[config.mk]
export PLATFORM = sky130hd
export DESIGN_NAME = xy_stepper_move_generator_unit
export DESIGN_NICKNAME = d
export VERILOG_FILES = /design/src/rtl/xysm_pkg.sv /design/src/rtl/xysm_serial_unit.sv /design/src/rtl/xysm_axis.sv /design/src/rtl/xy_stepper_move_generator_unit.sv
export VERILOG_INCLUDE_DIRS = /design/src /design/src/rtl
export SDC_FILE = /design/constraint.sdc
export NUM_CORES = 2
export LEC_CHECK = 0
export BUFFER_PORTS_ARGS = -buffer_cell sky130_fd_sc_hd__buf_2
export CAP_MARGIN = 25
export CORE_ASPECT_RATIO = 1.25
export CORE_UTILIZATION = 45
export CTS_BUF_LIST = sky130_fd_sc_hd__clkbuf_2 sky130_fd_sc_hd__clkbuf_4 sky130_fd_sc_hd__clkbuf_8
export CTS_CLUSTER_DIAMETER = 120
export DETAILED_ROUTE_END_ITERATION = 7
export HOLD_SLACK_MARGIN = 0.12
export RECOVER_POWER = 100
export SLEW_MARGIN = 20
export SYNTH_ARGS = -nofsm -noshare
export SYNTH_HDL_FRONTEND = slang
export SYNTH_SLANG_ARGS = --single-unit
[constraint.sdc]
create_clock -name clock -period 8.6 [get_ports clock]
set_clock_uncertainty 0.05 [all_clocks]
set_input_delay 1.29 -clock clock [delete_from_list [all_inputs] [get_ports clock]]
set_output_delay 1.29 -clock clock [all_outputs]
set_load 0.005 [all_outputs]
[src/rtl/xy_stepper_move_generator_unit_assert.svh]
// assertion macros for the step generator
`ifndef XY_STEPPER_MOVE_GENERATOR_UNIT_ASSERT_SVH
`define XY_STEPPER_MOVE_GENERATOR_UNIT_ASSERT_SVH
`ifndef ASSERT_OFF
`define XYSM_ASSERT_SAME(lbl, clk, rst, ante, cons, msg) \
   lbl: assert property (@(posedge clk) disable iff (rst) (ante) |-> (cons)) else $error(msg);
`define XYSM_ASSERT_NEXT(lbl, clk, rst, ante, cons, msg) \
   lbl: assert property (@(posedge clk) disable iff (rst) (ante) |=> (cons)) else $error(msg);
`else
`define XYSM_ASSERT_SAME(lbl, clk, rst, ante, cons, msg)
`define XYSM_ASSERT_NEXT(lbl, clk, rst, ante, cons, msg)
`endif
`endif

[src/rtl/xysm_pkg.sv]
package xysm_pkg;

   localparam int MAG_W = 16;
   localparam int ACC_W = 72;
   localparam int OPB_W = 40;
   localparam int CSR_DATA_W = 20;

   localparam logic [5:0] MUL_STEPS = 6'd40;
   localparam logic [5:0] DIV_STEPS = 6'd40;
   localparam logic [5:0] SQRT_STEPS = 6'd36;

   localparam logic [19:0] RESET_MIN_STEP_PERIOD = 20'd1000;
   localparam logic [14:0] RESET_LIMIT = 15'd1000;

   typedef enum logic [1:0] {
      CMD_MOVE,
      CMD_TICK,
      CMD_IDLE,
      CMD_NOP
   } cmd_type;

   typedef enum logic [2:0] {
      CSR_MIN_STEP_PERIOD,
      CSR_LIMIT_X,
      CSR_LIMIT_Y,
      CSR_BACKLASH_X,
      CSR_BACKLASH_Y
   } csr_index_type;

   typedef enum logic [1:0] {
      PH_NONE,
      PH_BACKLASH,
      PH_MAIN
   } phase_type;

   typedef enum logic [1:0] {
      ALU_MUL,
      ALU_DIV,
      ALU_SQRT
   } alu_op_type;

   typedef enum logic [3:0] {
      ST_IDLE,
      ST_SQX,
      ST_SQY,
      ST_PP,
      ST_PRS,
      ST_ROOT,
      ST_BASE,
      ST_MQ,
      ST_DIVX,
      ST_DIVY
   } seq_state_type;

   typedef struct packed {
      cmd_type     cmd;
      logic [14:0] target_x;
      logic [14:0] target_y;
   } req_type;

   typedef struct packed {
      logic x_step;
      logic x_motor_forward;
      logic y_step;
      logic y_motor_forward;
      logic busy_res;
      logic move_rejected;
      logic motors_idle;
   } rsp_type;

endpackage

[src/rtl/xysm_serial_unit.sv]
module xysm_serial_unit (
   input  logic                      clock,
   input  logic                      reset,
   input  logic                      start,
   input  xysm_pkg::alu_op_type      op,
   input  logic [xysm_pkg::ACC_W-1:0] opa,
   input  logic [xysm_pkg::OPB_W-1:0] opb,
   input  logic [xysm_pkg::ACC_W-1:0] opc,
   output logic [xysm_pkg::ACC_W-1:0] result,
   output logic                      done
);

   logic                       busy_ff;
   logic                       done_ff;
   xysm_pkg::alu_op_type       op_ff;
   logic [5:0]                 cnt_ff;
   logic [xysm_pkg::ACC_W-1:0] acc_ff, acc_in;
   logic [xysm_pkg::ACC_W-1:0] sh_ff, sh_in;
   logic [xysm_pkg::OPB_W-1:0] aux_ff, aux_in;

   logic [xysm_pkg::ACC_W-1:0] add_a, add_b;
   logic                       sub;
   logic [xysm_pkg::ACC_W:0]   sum;
   logic                       no_borrow;

   // one shared adder, subtract mode for the restoring steps
   always_comb begin
      add_a = acc_ff;
      add_b = sh_ff;
      sub = 1'b0;
      case (op_ff)
         xysm_pkg::ALU_DIV: begin
            add_a = {31'd0, acc_ff[39:0], sh_ff[39]};
            add_b = {32'd0, aux_ff};
            sub = 1'b1;
         end
         xysm_pkg::ALU_SQRT: begin
            add_a = {32'd0, acc_ff[37:0], sh_ff[71:70]};
            add_b = {32'd0, aux_ff[37:0], 2'b01};
            sub = 1'b1;
         end
         default: begin
            add_a = acc_ff;
            add_b = sh_ff;
            sub = 1'b0;
         end
      endcase
      sum = {1'b0, add_a} + {1'b0, (sub ? ~add_b : add_b)} + {{xysm_pkg::ACC_W{1'b0}}, sub};
      no_borrow = sum[xysm_pkg::ACC_W];
   end

   always_comb begin
      acc_in = acc_ff;
      sh_in = sh_ff;
      aux_in = aux_ff;
      case (op_ff)
         xysm_pkg::ALU_DIV: begin
            acc_in = no_borrow ? sum[xysm_pkg::ACC_W-1:0] : add_a;
            sh_in = {sh_ff[70:0], no_borrow};
         end
         xysm_pkg::ALU_SQRT: begin
            acc_in = no_borrow ? sum[xysm_pkg::ACC_W-1:0] : add_a;
            sh_in = {sh_ff[69:0], 2'b00};
            aux_in = {aux_ff[38:0], no_borrow};
         end
         default: begin
            acc_in = aux_ff[0] ? sum[xysm_pkg::ACC_W-1:0] : acc_ff;
            sh_in = {sh_ff[70:0], 1'b0};
            aux_in = {1'b0, aux_ff[39:1]};
         end
      endcase
   end

   always_ff @(posedge clock) begin
      if (reset) begin
         busy_ff <= 1'b0;
         done_ff <= 1'b0;
         cnt_ff <= '0;
         op_ff <= xysm_pkg::ALU_MUL;
      end else begin
         done_ff <= 1'b0;
         if (start && !busy_ff) begin
            busy_ff <= 1'b1;
            op_ff <= op;
            case (op)
               xysm_pkg::ALU_DIV: cnt_ff <= xysm_pkg::DIV_STEPS;
               xysm_pkg::ALU_SQRT: cnt_ff <= xysm_pkg::SQRT_STEPS;
               default: cnt_ff <= xysm_pkg::MUL_STEPS;
            endcase
         end else if (busy_ff) begin
            cnt_ff <= cnt_ff - 6'd1;
            if (cnt_ff == 6'd1) begin
               busy_ff <= 1'b0;
               done_ff <= 1'b1;
            end
         end
      end
   end

   always_ff @(posedge clock) begin
      if (start && !busy_ff) begin
         sh_ff <= opa;
         case (op)
            xysm_pkg::ALU_MUL: begin
               acc_ff <= opc;
               aux_ff <= opb;
            end
            xysm_pkg::ALU_DIV: begin
               acc_ff <= '0;
               aux_ff <= opb;
            end
            default: begin
               acc_ff <= '0;
               aux_ff <= '0;
            end
         endcase
      end else if (busy_ff) begin
         acc_ff <= acc_in;
         sh_ff <= sh_in;
         aux_ff <= aux_in;
      end
   end

   always_comb begin
      case (op_ff)
         xysm_pkg::ALU_DIV: result = {32'd0, sh_ff[39:0]};
         xysm_pkg::ALU_SQRT: result = {32'd0, aux_ff};
         default: result = acc_ff;
      endcase
   end

   assign done = done_ff;

endmodule

[src/rtl/xysm_axis.sv]
module xysm_axis #(
   parameter int PERIOD_BITS = 40
) (
   input  logic                       clock,
   input  logic                       reset,
   input  logic                       tick,
   input  logic                       load,
   input  logic [xysm_pkg::MAG_W-1:0] left_load,
   input  logic [PERIOD_BITS-1:0]     period_load,
   output logic                       step,
   output logic                       last
);

   logic [xysm_pkg::MAG_W-1:0] left_ff;
   logic [PERIOD_BITS-1:0]     period_ff;
   logic [PERIOD_BITS-1:0]     since_ff;
   logic                       due;

   assign due = since_ff >= period_ff;
   assign step = tick && (left_ff != '0) && due;
   assign last = (left_ff == '0) || (due && left_ff == xysm_pkg::MAG_W'(1));

   always_ff @(posedge clock) begin
      if (reset) begin
         left_ff <= '0;
         period_ff <= '0;
         since_ff <= '0;
      end else if (load) begin
         left_ff <= left_load;
         period_ff <= period_load;
         since_ff <= period_load;
      end else if (tick && left_ff != '0) begin
         if (due) begin
            left_ff <= left_ff - xysm_pkg::MAG_W'(1);
            since_ff <= PERIOD_BITS'(1);
         end else if (since_ff != '1) begin
            since_ff <= since_ff + PERIOD_BITS'(1);
         end
      end
   end

endmodule

[src/rtl/xy_stepper_move_generator_unit.sv]
// channel   | direction | handshake             | payload
// req       | in        | req_valid / req_ready | req_data (cmd, target_x, target_y)
// rsp       | out       | rsp_valid / rsp_ready | rsp_data (steps, directions, flags)
// csr       | in        | csr_valid / csr_ready | csr_index, csr_data
//
// tick, idle, nop and rejected moves are answered from idle, result registered
// a move that needs steps, or a tick that ends the backlash phase with main steps left,
// then holds req_ready low while the bit-serial unit works out the phase periods
// (nine multiply, divide and root passes of 36 to 40 steps each)
// synchronous active-high reset; rsp holds its transfer until taken, req waits on it
module xy_stepper_move_generator_unit #(
   parameter int POSITION_BITS = 16,
   parameter int PERIOD_BITS = 40
) (
   input  logic                            clock,
   input  logic                            reset,
   input  logic                            req_valid,
   output logic                            req_ready,
   input  xysm_pkg::req_type               req_data,
   output logic                            rsp_valid,
   input  logic                            rsp_ready,
   output xysm_pkg::rsp_type               rsp_data,
   input  logic                            csr_valid,
   output logic                            csr_ready,
   input  xysm_pkg::csr_index_type         csr_index,
   input  logic [xysm_pkg::CSR_DATA_W-1:0] csr_data
);

   localparam logic [63:0] PMAX = ((64'd1 << (PERIOD_BITS - 1)) << 1) - 64'd1;

   xysm_pkg::seq_state_type state_ff, state_in;
   logic go_ff, go_in;

   logic [19:0] min_period_ff;
   logic [14:0] limit_x_ff, limit_y_ff;
   logic [7:0]  backlash_x_ff, backlash_y_ff;

   logic [POSITION_BITS-1:0] pos_x_ff, pos_y_ff;
   logic pos_take;
   logic dir_x_ff, dir_x_in, dir_y_ff, dir_y_in;
   xysm_pkg::phase_type phase_ff, phase_in;
   logic [xysm_pkg::MAG_W-1:0] main_x_ff, main_x_in, main_y_ff, main_y_in;
   logic [xysm_pkg::MAG_W-1:0] mag_x_ff, mag_x_in, mag_y_ff, mag_y_in;
   logic [xysm_pkg::MAG_W-1:0] mag_max;

   logic [31:0] s_ff;
   logic [39:0] pp_ff;
   logic [71:0] r_ff;
   logic [35:0] root_ff;
   logic [21:0] q_ff;
   logic [39:0] mq_ff;
   logic [PERIOD_BITS-1:0] per_x_ff, per_sat;
   logic [63:0] div64;
   logic div_zero;

   logic rsp_valid_ff;
   xysm_pkg::rsp_type rsp_data_ff, rsp_in;
   logic accept;

   logic [14:0] tx, ty;
   logic in_bounds;
   logic signed [16:0] dx, dy;
   logic dx_pos, dx_neg, dy_pos, dy_neg;
   logic [xysm_pkg::MAG_W-1:0] adx, ady, bx, by;

   logic tick_en, axis_load;
   logic x_step, y_step, x_last, y_last;
   logic rej, idle;

   logic u_start, u_done;
   xysm_pkg::alu_op_type u_op;
   logic [xysm_pkg::ACC_W-1:0] u_opa, u_opc, u_result;
   logic [xysm_pkg::OPB_W-1:0] u_opb;

   assign accept = req_valid && req_ready;
   assign req_ready = (state_ff == xysm_pkg::ST_IDLE) && (!rsp_valid_ff || rsp_ready);
   assign csr_ready = 1'b1;
   assign rsp_valid = rsp_valid_ff;
   assign rsp_data = rsp_data_ff;

   assign tx = req_data.target_x;
   assign ty = req_data.target_y;
   assign in_bounds = (tx != '0) && (tx < limit_x_ff) && (ty != '0) && (ty < limit_y_ff);
   assign dx = $signed({2'b00, tx}) - $signed({1'b0, 16'(pos_x_ff)});
   assign dy = $signed({2'b00, ty}) - $signed({1'b0, 16'(pos_y_ff)});
   assign dx_neg = dx[16];
   assign dy_neg = dy[16];
   assign dx_pos = !dx[16] && (dx != '0);
   assign dy_pos = !dy[16] && (dy != '0);
   assign adx = dx_neg ? 16'(-dx) : 16'(dx);
   assign ady = dy_neg ? 16'(-dy) : 16'(dy);
   assign bx = ((dx_pos && !dir_x_ff) || (dx_neg && dir_x_ff)) ? 16'(backlash_x_ff) : '0;
   assign by = ((dy_pos && !dir_y_ff) || (dy_neg && dir_y_ff)) ? 16'(backlash_y_ff) : '0;
   assign mag_max = (mag_x_ff > mag_y_ff) ? mag_x_ff : mag_y_ff;

   // saturate the axis period, an axis with no steps gets the largest value
   assign div64 = 64'(u_result[39:0]);
   assign div_zero = (state_ff == xysm_pkg::ST_DIVX) ? (mag_x_ff == '0) : (mag_y_ff == '0);
   assign per_sat = (div_zero || div64 > PMAX) ? PERIOD_BITS'(PMAX) : PERIOD_BITS'(div64);

   always_ff @(posedge clock) begin
      if (reset) begin
         state_ff <= xysm_pkg::ST_IDLE;
         go_ff <= 1'b0;
      end else begin
         state_ff <= state_in;
         go_ff <= go_in;
      end
   end

   always_comb begin
      state_in = state_ff;
      go_in = 1'b0;
      phase_in = phase_ff;
      dir_x_in = dir_x_ff;
      dir_y_in = dir_y_ff;
      main_x_in = main_x_ff;
      main_y_in = main_y_ff;
      mag_x_in = mag_x_ff;
      mag_y_in = mag_y_ff;
      pos_take = 1'b0;
      tick_en = 1'b0;
      axis_load = 1'b0;
      rej = 1'b0;
      idle = 1'b0;
      u_start = 1'b0;
      u_op = xysm_pkg::ALU_MUL;
      u_opa = '0;
      u_opb = '0;
      u_opc = '0;
      unique case (state_ff)
         xysm_pkg::ST_IDLE: begin
            if (accept) begin
               unique case (req_data.cmd)
                  xysm_pkg::CMD_MOVE: begin
                     if (phase_ff != xysm_pkg::PH_NONE || !in_bounds) begin
                        rej = 1'b1;
                     end else begin
                        if (dx != '0) dir_x_in = dx_pos;
                        if (dy != '0) dir_y_in = dy_pos;
                        main_x_in = adx;
                        main_y_in = ady;
                        pos_take = 1'b1;
                        if (bx != '0 || by != '0) begin
                           phase_in = xysm_pkg::PH_BACKLASH;
                           mag_x_in = bx;
                           mag_y_in = by;
                           state_in = xysm_pkg::ST_SQX;
                           go_in = 1'b1;
                        end else if (adx != '0 || ady != '0) begin
                           phase_in = xysm_pkg::PH_MAIN;
                           mag_x_in = adx;
                           mag_y_in = ady;
                           state_in = xysm_pkg::ST_SQX;
                           go_in = 1'b1;
                        end else begin
                           phase_in = xysm_pkg::PH_NONE;
                        end
                     end
                  end
                  xysm_pkg::CMD_TICK: begin
                     if (phase_ff != xysm_pkg::PH_NONE) begin
                        tick_en = 1'b1;
                        if (x_last && y_last) begin
                           if (phase_ff == xysm_pkg::PH_BACKLASH &&
                               (main_x_ff != '0 || main_y_ff != '0)) begin
                              phase_in = xysm_pkg::PH_MAIN;
                              mag_x_in = main_x_ff;
                              mag_y_in = main_y_ff;
                              state_in = xysm_pkg::ST_SQX;
                              go_in = 1'b1;
                           end else begin
                              phase_in = xysm_pkg::PH_NONE;
                           end
                        end
                     end
                  end
                  xysm_pkg::CMD_IDLE: idle = (phase_ff == xysm_pkg::PH_NONE);
                  default: ;
               endcase
            end
         end
         xysm_pkg::ST_SQX: begin
            u_start = go_ff;
            u_opa = 72'(mag_x_ff);
            u_opb = 40'(mag_x_ff);
            if (u_done) begin
               state_in = xysm_pkg::ST_SQY;
               go_in = 1'b1;
            end
         end
         xysm_pkg::ST_SQY: begin
            u_start = go_ff;
            u_opa = 72'(mag_y_ff);
            u_opb = 40'(mag_y_ff);
            u_opc = 72'(s_ff);
            if (u_done) begin
               state_in = xysm_pkg::ST_PP;
               go_in = 1'b1;
            end
         end
         xysm_pkg::ST_PP: begin
            u_start = go_ff;
            u_opa = 72'(min_period_ff);
            u_opb = 40'(min_period_ff);
            if (u_done) begin
               state_in = xysm_pkg::ST_PRS;
               go_in = 1'b1;
            end
         end
         xysm_pkg::ST_PRS: begin
            u_start = go_ff;
            u_opa = 72'(pp_ff);
            u_opb = 40'(s_ff);
            if (u_done) begin
               state_in = xysm_pkg::ST_ROOT;
               go_in = 1'b1;
            end
         end
         xysm_pkg::ST_ROOT: begin
            u_start = go_ff;
            u_op = xysm_pkg::ALU_SQRT;
            u_opa = r_ff;
            if (u_done) begin
               state_in = xysm_pkg::ST_BASE;
               go_in = 1'b1;
            end
         end
         xysm_pkg::ST_BASE: begin
            u_start = go_ff;
            u_op = xysm_pkg::ALU_DIV;
            u_opa = 72'(root_ff);
            u_opb = 40'(mag_max);
            if (u_done) begin
               state_in = xysm_pkg::ST_MQ;
               go_in = 1'b1;
            end
         end
         xysm_pkg::ST_MQ: begin
            u_start = go_ff;
            u_opa = 72'(q_ff);
            u_opb = 40'(mag_max);
            if (u_done) begin
               state_in = xysm_pkg::ST_DIVX;
               go_in = 1'b1;
            end
         end
         xysm_pkg::ST_DIVX: begin
            u_start = go_ff;
            u_op = xysm_pkg::ALU_DIV;
            u_opa = 72'(mq_ff);
            u_opb = 40'(mag_x_ff);
            if (u_done) begin
               state_in = xysm_pkg::ST_DIVY;
               go_in = 1'b1;
            end
         end
         xysm_pkg::ST_DIVY: begin
            u_start = go_ff;
            u_op = xysm_pkg::ALU_DIV;
            u_opa = 72'(mq_ff);
            u_opb = 40'(mag_y_ff);
            if (u_done) begin
               state_in = xysm_pkg::ST_IDLE;
               axis_load = 1'b1;
            end
         end
         default: state_in = xysm_pkg::ST_IDLE;
      endcase
      rsp_in.x_step = x_step;
      rsp_in.x_motor_forward = !dir_x_in;
      rsp_in.y_step = y_step;
      rsp_in.y_motor_forward = dir_y_in;
      rsp_in.busy_res = (phase_in != xysm_pkg::PH_NONE);
      rsp_in.move_rejected = rej;
      rsp_in.motors_idle = idle;
   end

   always_ff @(posedge clock) begin
      if (reset) begin
         phase_ff <= xysm_pkg::PH_NONE;
         dir_x_ff <= 1'b1;
         dir_y_ff <= 1'b1;
         pos_x_ff <= '0;
         pos_y_ff <= '0;
         main_x_ff <= '0;
         main_y_ff <= '0;
         mag_x_ff <= '0;
         mag_y_ff <= '0;
         rsp_valid_ff <= 1'b0;
      end else begin
         phase_ff <= phase_in;
         dir_x_ff <= dir_x_in;
         dir_y_ff <= dir_y_in;
         main_x_ff <= main_x_in;
         main_y_ff <= main_y_in;
         mag_x_ff <= mag_x_in;
         mag_y_ff <= mag_y_in;
         if (pos_take) begin
            pos_x_ff <= POSITION_BITS'(tx);
            pos_y_ff <= POSITION_BITS'(ty);
         end
         if (accept) begin
            rsp_valid_ff <= 1'b1;
         end else if (rsp_ready) begin
            rsp_valid_ff <= 1'b0;
         end
      end
   end

   always_ff @(posedge clock) begin
      if (accept) begin
         rsp_data_ff <= rsp_in;
      end
   end

   always_ff @(posedge clock) begin
      if (reset) begin
         min_period_ff <= xysm_pkg::RESET_MIN_STEP_PERIOD;
         limit_x_ff <= xysm_pkg::RESET_LIMIT;
         limit_y_ff <= xysm_pkg::RESET_LIMIT;
         backlash_x_ff <= '0;
         backlash_y_ff <= '0;
      end else if (csr_valid && csr_ready) begin
         unique case (csr_index)
            xysm_pkg::CSR_MIN_STEP_PERIOD: min_period_ff <= csr_data;
            xysm_pkg::CSR_LIMIT_X: limit_x_ff <= csr_data[14:0];
            xysm_pkg::CSR_LIMIT_Y: limit_y_ff <= csr_data[14:0];
            xysm_pkg::CSR_BACKLASH_X: backlash_x_ff <= csr_data[7:0];
            xysm_pkg::CSR_BACKLASH_Y: backlash_y_ff <= csr_data[7:0];
            default: ;
         endcase
      end
   end

   // capture each pass of the serial unit but the last, which loads the y axis directly
   always_ff @(posedge clock) begin
      if (u_done) begin
         case (state_ff)
            xysm_pkg::ST_SQX, xysm_pkg::ST_SQY: s_ff <= u_result[31:0];
            xysm_pkg::ST_PP: pp_ff <= u_result[39:0];
            xysm_pkg::ST_PRS: r_ff <= u_result;
            xysm_pkg::ST_ROOT: root_ff <= u_result[35:0];
            xysm_pkg::ST_BASE: q_ff <= u_result[21:0];
            xysm_pkg::ST_MQ: mq_ff <= u_result[39:0];
            xysm_pkg::ST_DIVX: per_x_ff <= per_sat;
            default: ;
         endcase
      end
   end

   xysm_serial_unit u_alu (
      .clock  (clock),
      .reset  (reset),
      .start  (u_start),
      .op     (u_op),
      .opa    (u_opa),
      .opb    (u_opb),
      .opc    (u_opc),
      .result (u_result),
      .done   (u_done)
   );

   xysm_axis #(.PERIOD_BITS(PERIOD_BITS)) u_axis_x (
      .clock       (clock),
      .reset       (reset),
      .tick        (tick_en),
      .load        (axis_load),
      .left_load   (mag_x_ff),
      .period_load (per_x_ff),
      .step        (x_step),
      .last        (x_last)
   );

   xysm_axis #(.PERIOD_BITS(PERIOD_BITS)) u_axis_y (
      .clock       (clock),
      .reset       (reset),
      .tick        (tick_en),
      .load        (axis_load),
      .left_load   (mag_y_ff),
      .period_load (per_sat),
      .step        (y_step),
      .last        (y_last)
   );

`include "xy_stepper_move_generator_unit_assert.svh"

   `XYSM_ASSERT_SAME(a_calc_not_ready, clock, reset, state_ff != xysm_pkg::ST_IDLE, !req_ready, "input taken during period calculation")
   `XYSM_ASSERT_SAME(a_done_in_calc, clock, reset, u_done, state_ff != xysm_pkg::ST_IDLE, "serial unit finished outside calculation")
   `XYSM_ASSERT_NEXT(a_calc_ends_idle, clock, reset, state_ff == xysm_pkg::ST_DIVY && u_done, state_ff == xysm_pkg::ST_IDLE && phase_ff != xysm_pkg::PH_NONE, "phase load did not return to idle")
   `XYSM_ASSERT_SAME(a_calc_has_phase, clock, reset, state_ff != xysm_pkg::ST_IDLE, phase_ff != xysm_pkg::PH_NONE, "calculation running without a phase")

endmodule

Word-level counts from Yosys, hierarchy flattened. Cells that the tools add are included.

Flip-flop bits (word level): 845. Input port bits: 60. Output and inout port bits: 10. Word-level logic and storage cells: 340.

$add $sub $neg: 11. Order comparisons: 6. Eq/ne operators: 47. Multiplexer cells: 124. Bitwise gates (word level): 3. Reductions and logical operators: 105.

Operators by type and width (count): $mux W72 (8); $pmux W72 S2 (4); $pmux W72 S8 (1); $mux W40 (11); $mux W16 (21); $pmux W32 S5 (1); $reduce_bool A16 Y1 (8); $mux W32 (3); $add A40 B1 Y40 const B (2); $ge A40 B40 Y1 (2); $ne A40 B40 Y1 const B (2); $pmux W40 S2 (1); $add A72 B72 Y73 (1); $add A73 B1 Y73 (1); $not A72 Y72 (1); $mux W4 (17); $logic_not A16 Y1 (4); $pmux W16 S2 (2); $gt A40 B40 Y1 const B (1); $pmux W4 S10 (1); $reduce_and A2 Y1 (20); $mux W1 (37); $reduce_bool A17 Y1 (2); $eq A16 B1 Y1 const B (2); other kinds (44) (143).

Depth between registers and ports, before layout.
Depth after elaboration: 14. Mapped depth: 26. Gate-level depth less buffers: 18.

Modules after synthesis. Synthesis repeated with hierarchy kept, for this count alone.

Cell total of the unflattened synthesis: 5437. Area, all modules: 50408.3 um2.

Modules (own cells, without submodules): xy_stepper_move_generator_unit (times used 1, cells each 2184, area each 22706.8 um2, seq. area each 12081.6 um2); xysm_serial_unit (times used 1, cells each 1899, area each 16420.7 um2, seq. area each 5725.5 um2); xysm_axis (times used 2, cells each 677, area each 5640.4 um2, seq. area each 1921.8 um2).

Worst setup path before layout. OpenSTA, ideal clock, no wires.

Path type: register -> register. From: register u_alu.op_ff[0]. To: register u_alu.acc_ff[0] (netlist bit) (enable). Arrival time: 5.421 ns. Slack: 2.584 ns. Stages on the path, launching flop included: 10. Buffers on the path: 6. Period minus slack after synthesis: 6.016 ns. Cell sequence: dfxtp_1 inv_1 ha_1 clkbuf_1 buf_1 buf_1 clkbuf_1 clkbuf_1 buf_1 a31oi_1.

Word-level cells in the longest chain between the ends: 4. Elaborated cells between the ends (all ways): 5.

Ends and longest elaborated chain: from (decl) (RTL line xysm_serial_unit.sv:15) `xysm_pkg::alu_op_type op_ff;`; from (signal assigned) (RTL line xysm_serial_unit.sv:79) `op_ff <= xysm_pkg::ALU_MUL;`; from (signal assigned) (RTL line xysm_serial_unit.sv:84) `op_ff <= op;`; $eq A2 B1 Y1 or $eq A2 B2 Y1 (tied branches) (RTL line xysm_serial_unit.sv:56) `case (op_ff)`; $reduce_or A2 Y1 (no line) (*); $reduce_bool A3 Y1 (no line) (*); $reduce_and A2 Y1 (no line) (*); to (signal assigned) (RTL line xysm_serial_unit.sv:105) `acc_ff <= opc;`; to (signal assigned) (RTL line xysm_serial_unit.sv:118) `acc_ff <= acc_in;`; to (decl) (RTL line xysm_serial_unit.sv:17) `logic [xysm_pkg::ACC_W-1:0] acc_ff, acc_in;`.

Every way passes the cells marked *; elsewhere a longest branch is shown, timed or not. A chain may end at the register's enable or synchronous reset.

Final worst setup path.
From: register state_ff[0]. To: register u_alu.sh_ff[27] (netlist bit), data pin.

Word-level cells in the longest chain between the ends: 5. Elaborated cells between the ends (all ways): 15.

Ends and longest elaborated chain: from (decl) (RTL line xy_stepper_move_generator_unit.sv:31) `xysm_pkg::seq_state_type state_ff, state_in;`; from (signal assigned) (RTL line xy_stepper_move_generator_unit.sv:103) `state_ff <= xysm_pkg::ST_IDLE;`; from (signal assigned) (RTL line xy_stepper_move_generator_unit.sv:106) `state_ff <= state_in;`; $eq A4 B4 Y1, or another cell as far along (RTL line xy_stepper_move_generator_unit.sv:131) `unique case (state_ff)`; $reduce_or A9 Y1 (no line); $mux W1 (RTL line xy_stepper_move_generator_unit.sv:131); $logic_and A1 B1 Y1 (RTL line xysm_serial_unit.sv:101) `if (start && !busy_ff) begin`; $mux W72 (*) (RTL line xysm_serial_unit.sv:101); to (signal assigned) (RTL line xysm_serial_unit.sv:102) `sh_ff <= opa;`; to (signal assigned) (RTL line xysm_serial_unit.sv:119) `sh_ff <= sh_in;`; to (decl) (RTL line xysm_serial_unit.sv:18) `logic [xysm_pkg::ACC_W-1:0] sh_ff, sh_in;`.

Marks and branches as above.

==> summary.txt <==
Final layout
  • Total Nets Final: 5,594
  • Storage cell area: 0.0217 mm^2
  • Multi-input gate area in the final layout: 0.0248 mm^2
  • Design Area, Final: 0.0530 mm^2
  • Non-filler cells in the finished layout: 6,849
  • FILL cells: 10,200
  • Area Growth Syn to Fin: 8.51%
  • Share of cells above drive strength 1: 8.01%

Synth
  • Top FF cell, synth: edfxtp_1
  • Synth top area cells: edfxtp_1 29%, dfxtp_1 15%, ha_1 6.1%, a21oi_1 5.3%, nand2_1 5.0%
  • Distinct cell type count after synthesis: 114
  • Syn nets: 5,672
  • Flops & latches, synth: 845
  • Number of enable flip-flop cells after synthesis: 473
  • Top cell type's share of synthesized area: 29.1%
  • FFs w/ async S/R, synth: 0%
  • Cells after synthesis: 5,372
  • Yosys warnings: 0
  • Yosys top cell by area: edfxtp_1
  • Post-synthesis sequential area ratio: 44.4%
  • Mapped Area: 0.0488 mm^2
  • Syn Area/Cell: 9.09 um^2

Setup path
  • Critical path class: reg2reg
  • CP peak stage delay: 2.07 ns
  • CP bufs+invs: 3
  • Maximum fanout along the worst path: 47
  • Slowest cell on crit path: clkbuf_1
  • Crit path DAT: 8.15 ns
  • CP Cell Sequence: clkbuf_1 > nand2b_1 > nor2_4 > clkbuf_1 > clkbuf_1 > a222oi_1 > a31oi_1
  • CP Data Required Time: 9.22 ns
  • Critical Path End Type: flop
  • Crit-path most repeated cell: clkbuf_1
  • Crit path launch type: flop
  • Critical path's top delay family: buffers and inverters

Hold path
  • Worst hold path class: reg2reg

Floorplanning
  • Die footprint: 0.110 mm^2
  • CORE AREA: 0.107 mm^2
  • Die H: 370 um
  • Cell Rows: 134
  • Die Wd: 297 um
  • Num ports: 70
  • Starting density of the core: 45.6%

Global routing
  • GRT Total Usage: 27.6%
  • Initial antenna violation count: 4
  • Number of global-route vias before repair: 40,000
  • First-pass GRT wire length: 236,000 um
  • Global route overflow: 0
  • Pin count of the biggest net entering global routing: 195

Power and ir drop
  • Pwr/cell area: 163 mW/mm^2
  • Switching part of the total: 25.0%
  • Leak pwr: 18.5 nW
  • Combinational share of power: 6.5%
  • P_int: 6.48 mW
  • Max VDD drop: 167 uV
  • Net Switching: 2.16 mW
  • Clk network pwr share: 44.0%
  • Seq pwr share: 49.5%

Detailed routing
  • Initial DRC Count: 3,602
  • Number of vias in the routed layout: 41,700
  • DRC: 0
  • Routed WL: 153,000 um
  • Post-DRT Antenna Nets: 0
  • Routed len/inst: 22.4 um
  • TritonRoute pass-1 iters: 8
  • DR vias/cell: 6.09

Clocking
  • Htree depth: 4
  • CTS tree: built
  • Clk slew on worst S/H paths: 0.06 ns
  • Longest Clk Path Bufs: 3
  • Post-CTS Setup Bufs: 0
  • Inserted Clock Buffers: 147
  • Clock latency on the worst-skew pair: 0.89 ns
  • Post-cts sizing count: 0
  • Hold_buf cts: 0
  • Clock root buffer: clkbuf_8
  • Clock Sinks: 845

STA
  • Worst hold margin: 0.401 ns
  • Fin crit period: 7.53 ns
  • Relative slew slack: -420%
  • Slew at the pin with the worst max-slew slack: 7.80 ns
  • Setup_tns: 0 ns
  • Final Hold Viols: 0
  • Setup-failing EPs final: 0
  • Unrepaired setup endpoints after global routing: false
  • Pins over their slew limit: 802
  • Max Freq: 0.133 GHz
  • Final worst-path cycle share: 87.6%

Place
  • Dpl cells: 6,571
  • Port Buf Inserts: 68
  • Final HPWL DP: 105,000 um
  • GP Congestion: 0.903
  • Placed Area: 0.0502 mm^2

Outcome
  • Violated checks: capacitance limit, slew limit
  • Status: finished with violations

Job
  • MaxCap Viol Count: 19
==> cells in the mapped netlist (all sizes together), types with 22 or more instances <==
master / count
nor2: 440
dfxtp: 372
ha: 237
a22o: 51
nand3: 140
clkbuf: 296
and2: 54
and3: 33
nor3: 100
mux2i: 74
a21oi: 521
a222oi: 30
a22oi: 67
o21ai: 222
nand2: 653
or2: 22
xor2: 50
nor2b: 26
xnor2: 100
o211ai: 31
a31oi: 73
nand4: 79
o21a: 35
a211oi: 42
or3: 22
nand2b: 118
a21o: 130
inv: 244
a311oi: 65
o21bai: 25
buf: 70
o31ai: 38
edfxtp: 473
a221oi: 193
nor4: 44
==> worst register-to-register path, stage by stage (launching register included) <==
cell and delay [ns]:
dfxtp_1 0.32, clkbuf_1 1.98, nand2b_1 0.69, nor2_4 0.21
clkbuf_1 2.07, clkbuf_1 1.39, a222oi_1 0.29, a31oi_1 0.34
==> stage by stage <==
step	total power [mW]	util (%)	setup WS [ns]
finish	8.63	49.4	1.07
global placement	4.91	46.8	2.15
detailed placement	4.91	46.8	2.01
global route	8.92	49.4	0.829
floorplan	4.72	-	2.58
CTS	8.70	49.6	2.14
==> cells by family (layout without fill, tap and decap cells) <==
group / after synthesis / in the layout / share of synthesized area (%)
buffers and inverters: 613 / 656 / 5.10
muxes: 83 / 83 / 1.73
AOI/OAI and AO/OA: 1653 / 1653 / 22.9
adders and majority gates: 240 / 240 / 6.20
other: 1 / 7 / 0.00768
xor gates and xnor gates: 150 / 150 / 2.72
DFF: 845 / 845 / 44.4
and+or+nand+nor: 1787 / 1787 / 17.0
==> placed cells by master (no fill, tap or decap), drive strengths merged, types with 35 or more instances in the layout <==
cell and count:
a22oi 67, nand3 140, clkbuf 242, a221oi 193
nor4 44, xnor2 100, xor2 50, o21ai 222
ha 237, nand2b 118, nand2 653, inv 247
a22o 51, dfxtp 372, a31oi 73, nor2 440
edfxtp 473, clkinv 49, mux2i 74, buf 105
a21o 130, nand4 79, and2 54, o21a 35
nor3 100, a21oi 521, a211oi 42, o31ai 38
a311oi 65
==> power by group through the flow <==
stage,clock (mW),combinational (mW),sequential [mW]
2_1_floorplan,0,0.376,4.35
3_3_place_gp,0,0.552,4.36
3_5_place_dp,0,0.554,4.36
4_1_cts,3.88,0.556,4.27
5_1_grt,4.04,0.606,4.27
6_report,3.80,0.561,4.27
==> final cells by class <==
cell class / instances / area share [%]
multi-input combinational: 3914 / 46.8
clock inverter: 65 / 0.801
timing repair buffer: 142 / 1.57
clock buffer: 205 / 4.82
sequential: 845 / 40.9
antenna: 6 / 0.0283
tap: 1428 / 3.37
inverter: 244 / 1.74
==> path summary, 6_finish.rpt <==
check | startpoint | endpoint | slack, ns | depth (start not counted)
max reg2reg | state_ff[0] | u_alu.sh_ff[27] | 1.07 | 7
max | state_ff[0] | u_alu.sh_ff[27] | 1.07 | 7
min reg2reg | pos_y_ff[4] | pos_y_ff[4] | 0.40 | 2
min | pos_y_ff[4] | pos_y_ff[4] | 0.40 | 2
==> per-layer routing <==
metal  wire length (um)  up-vias  share of wire, %  track usage (%)
li1                   -    19800                 -                -
met1              63100    20200                41             33.8
met2              75100     1340                49             47.5
met3               8180      353               5.3             4.45
met4               6780        2               4.4             12.3
met5                 13        -            0.0085                0
==> flip-flops by register name, summed over array words and instances (netlist names), 36 cells and up <==
signal              count
u_alu.sh_ff            72
u_axis_y.period_ff     40
per_x_ff               40
root_ff                36
pp_ff                  40
u_alu.acc_ff           72
u_alu.aux_ff           40
mq_ff                  40
u_axis_y.since_ff      40
r_ff                   72
u_axis_x.period_ff     40
u_axis_x.since_ff      40
(Power assumes the default switching activity.)
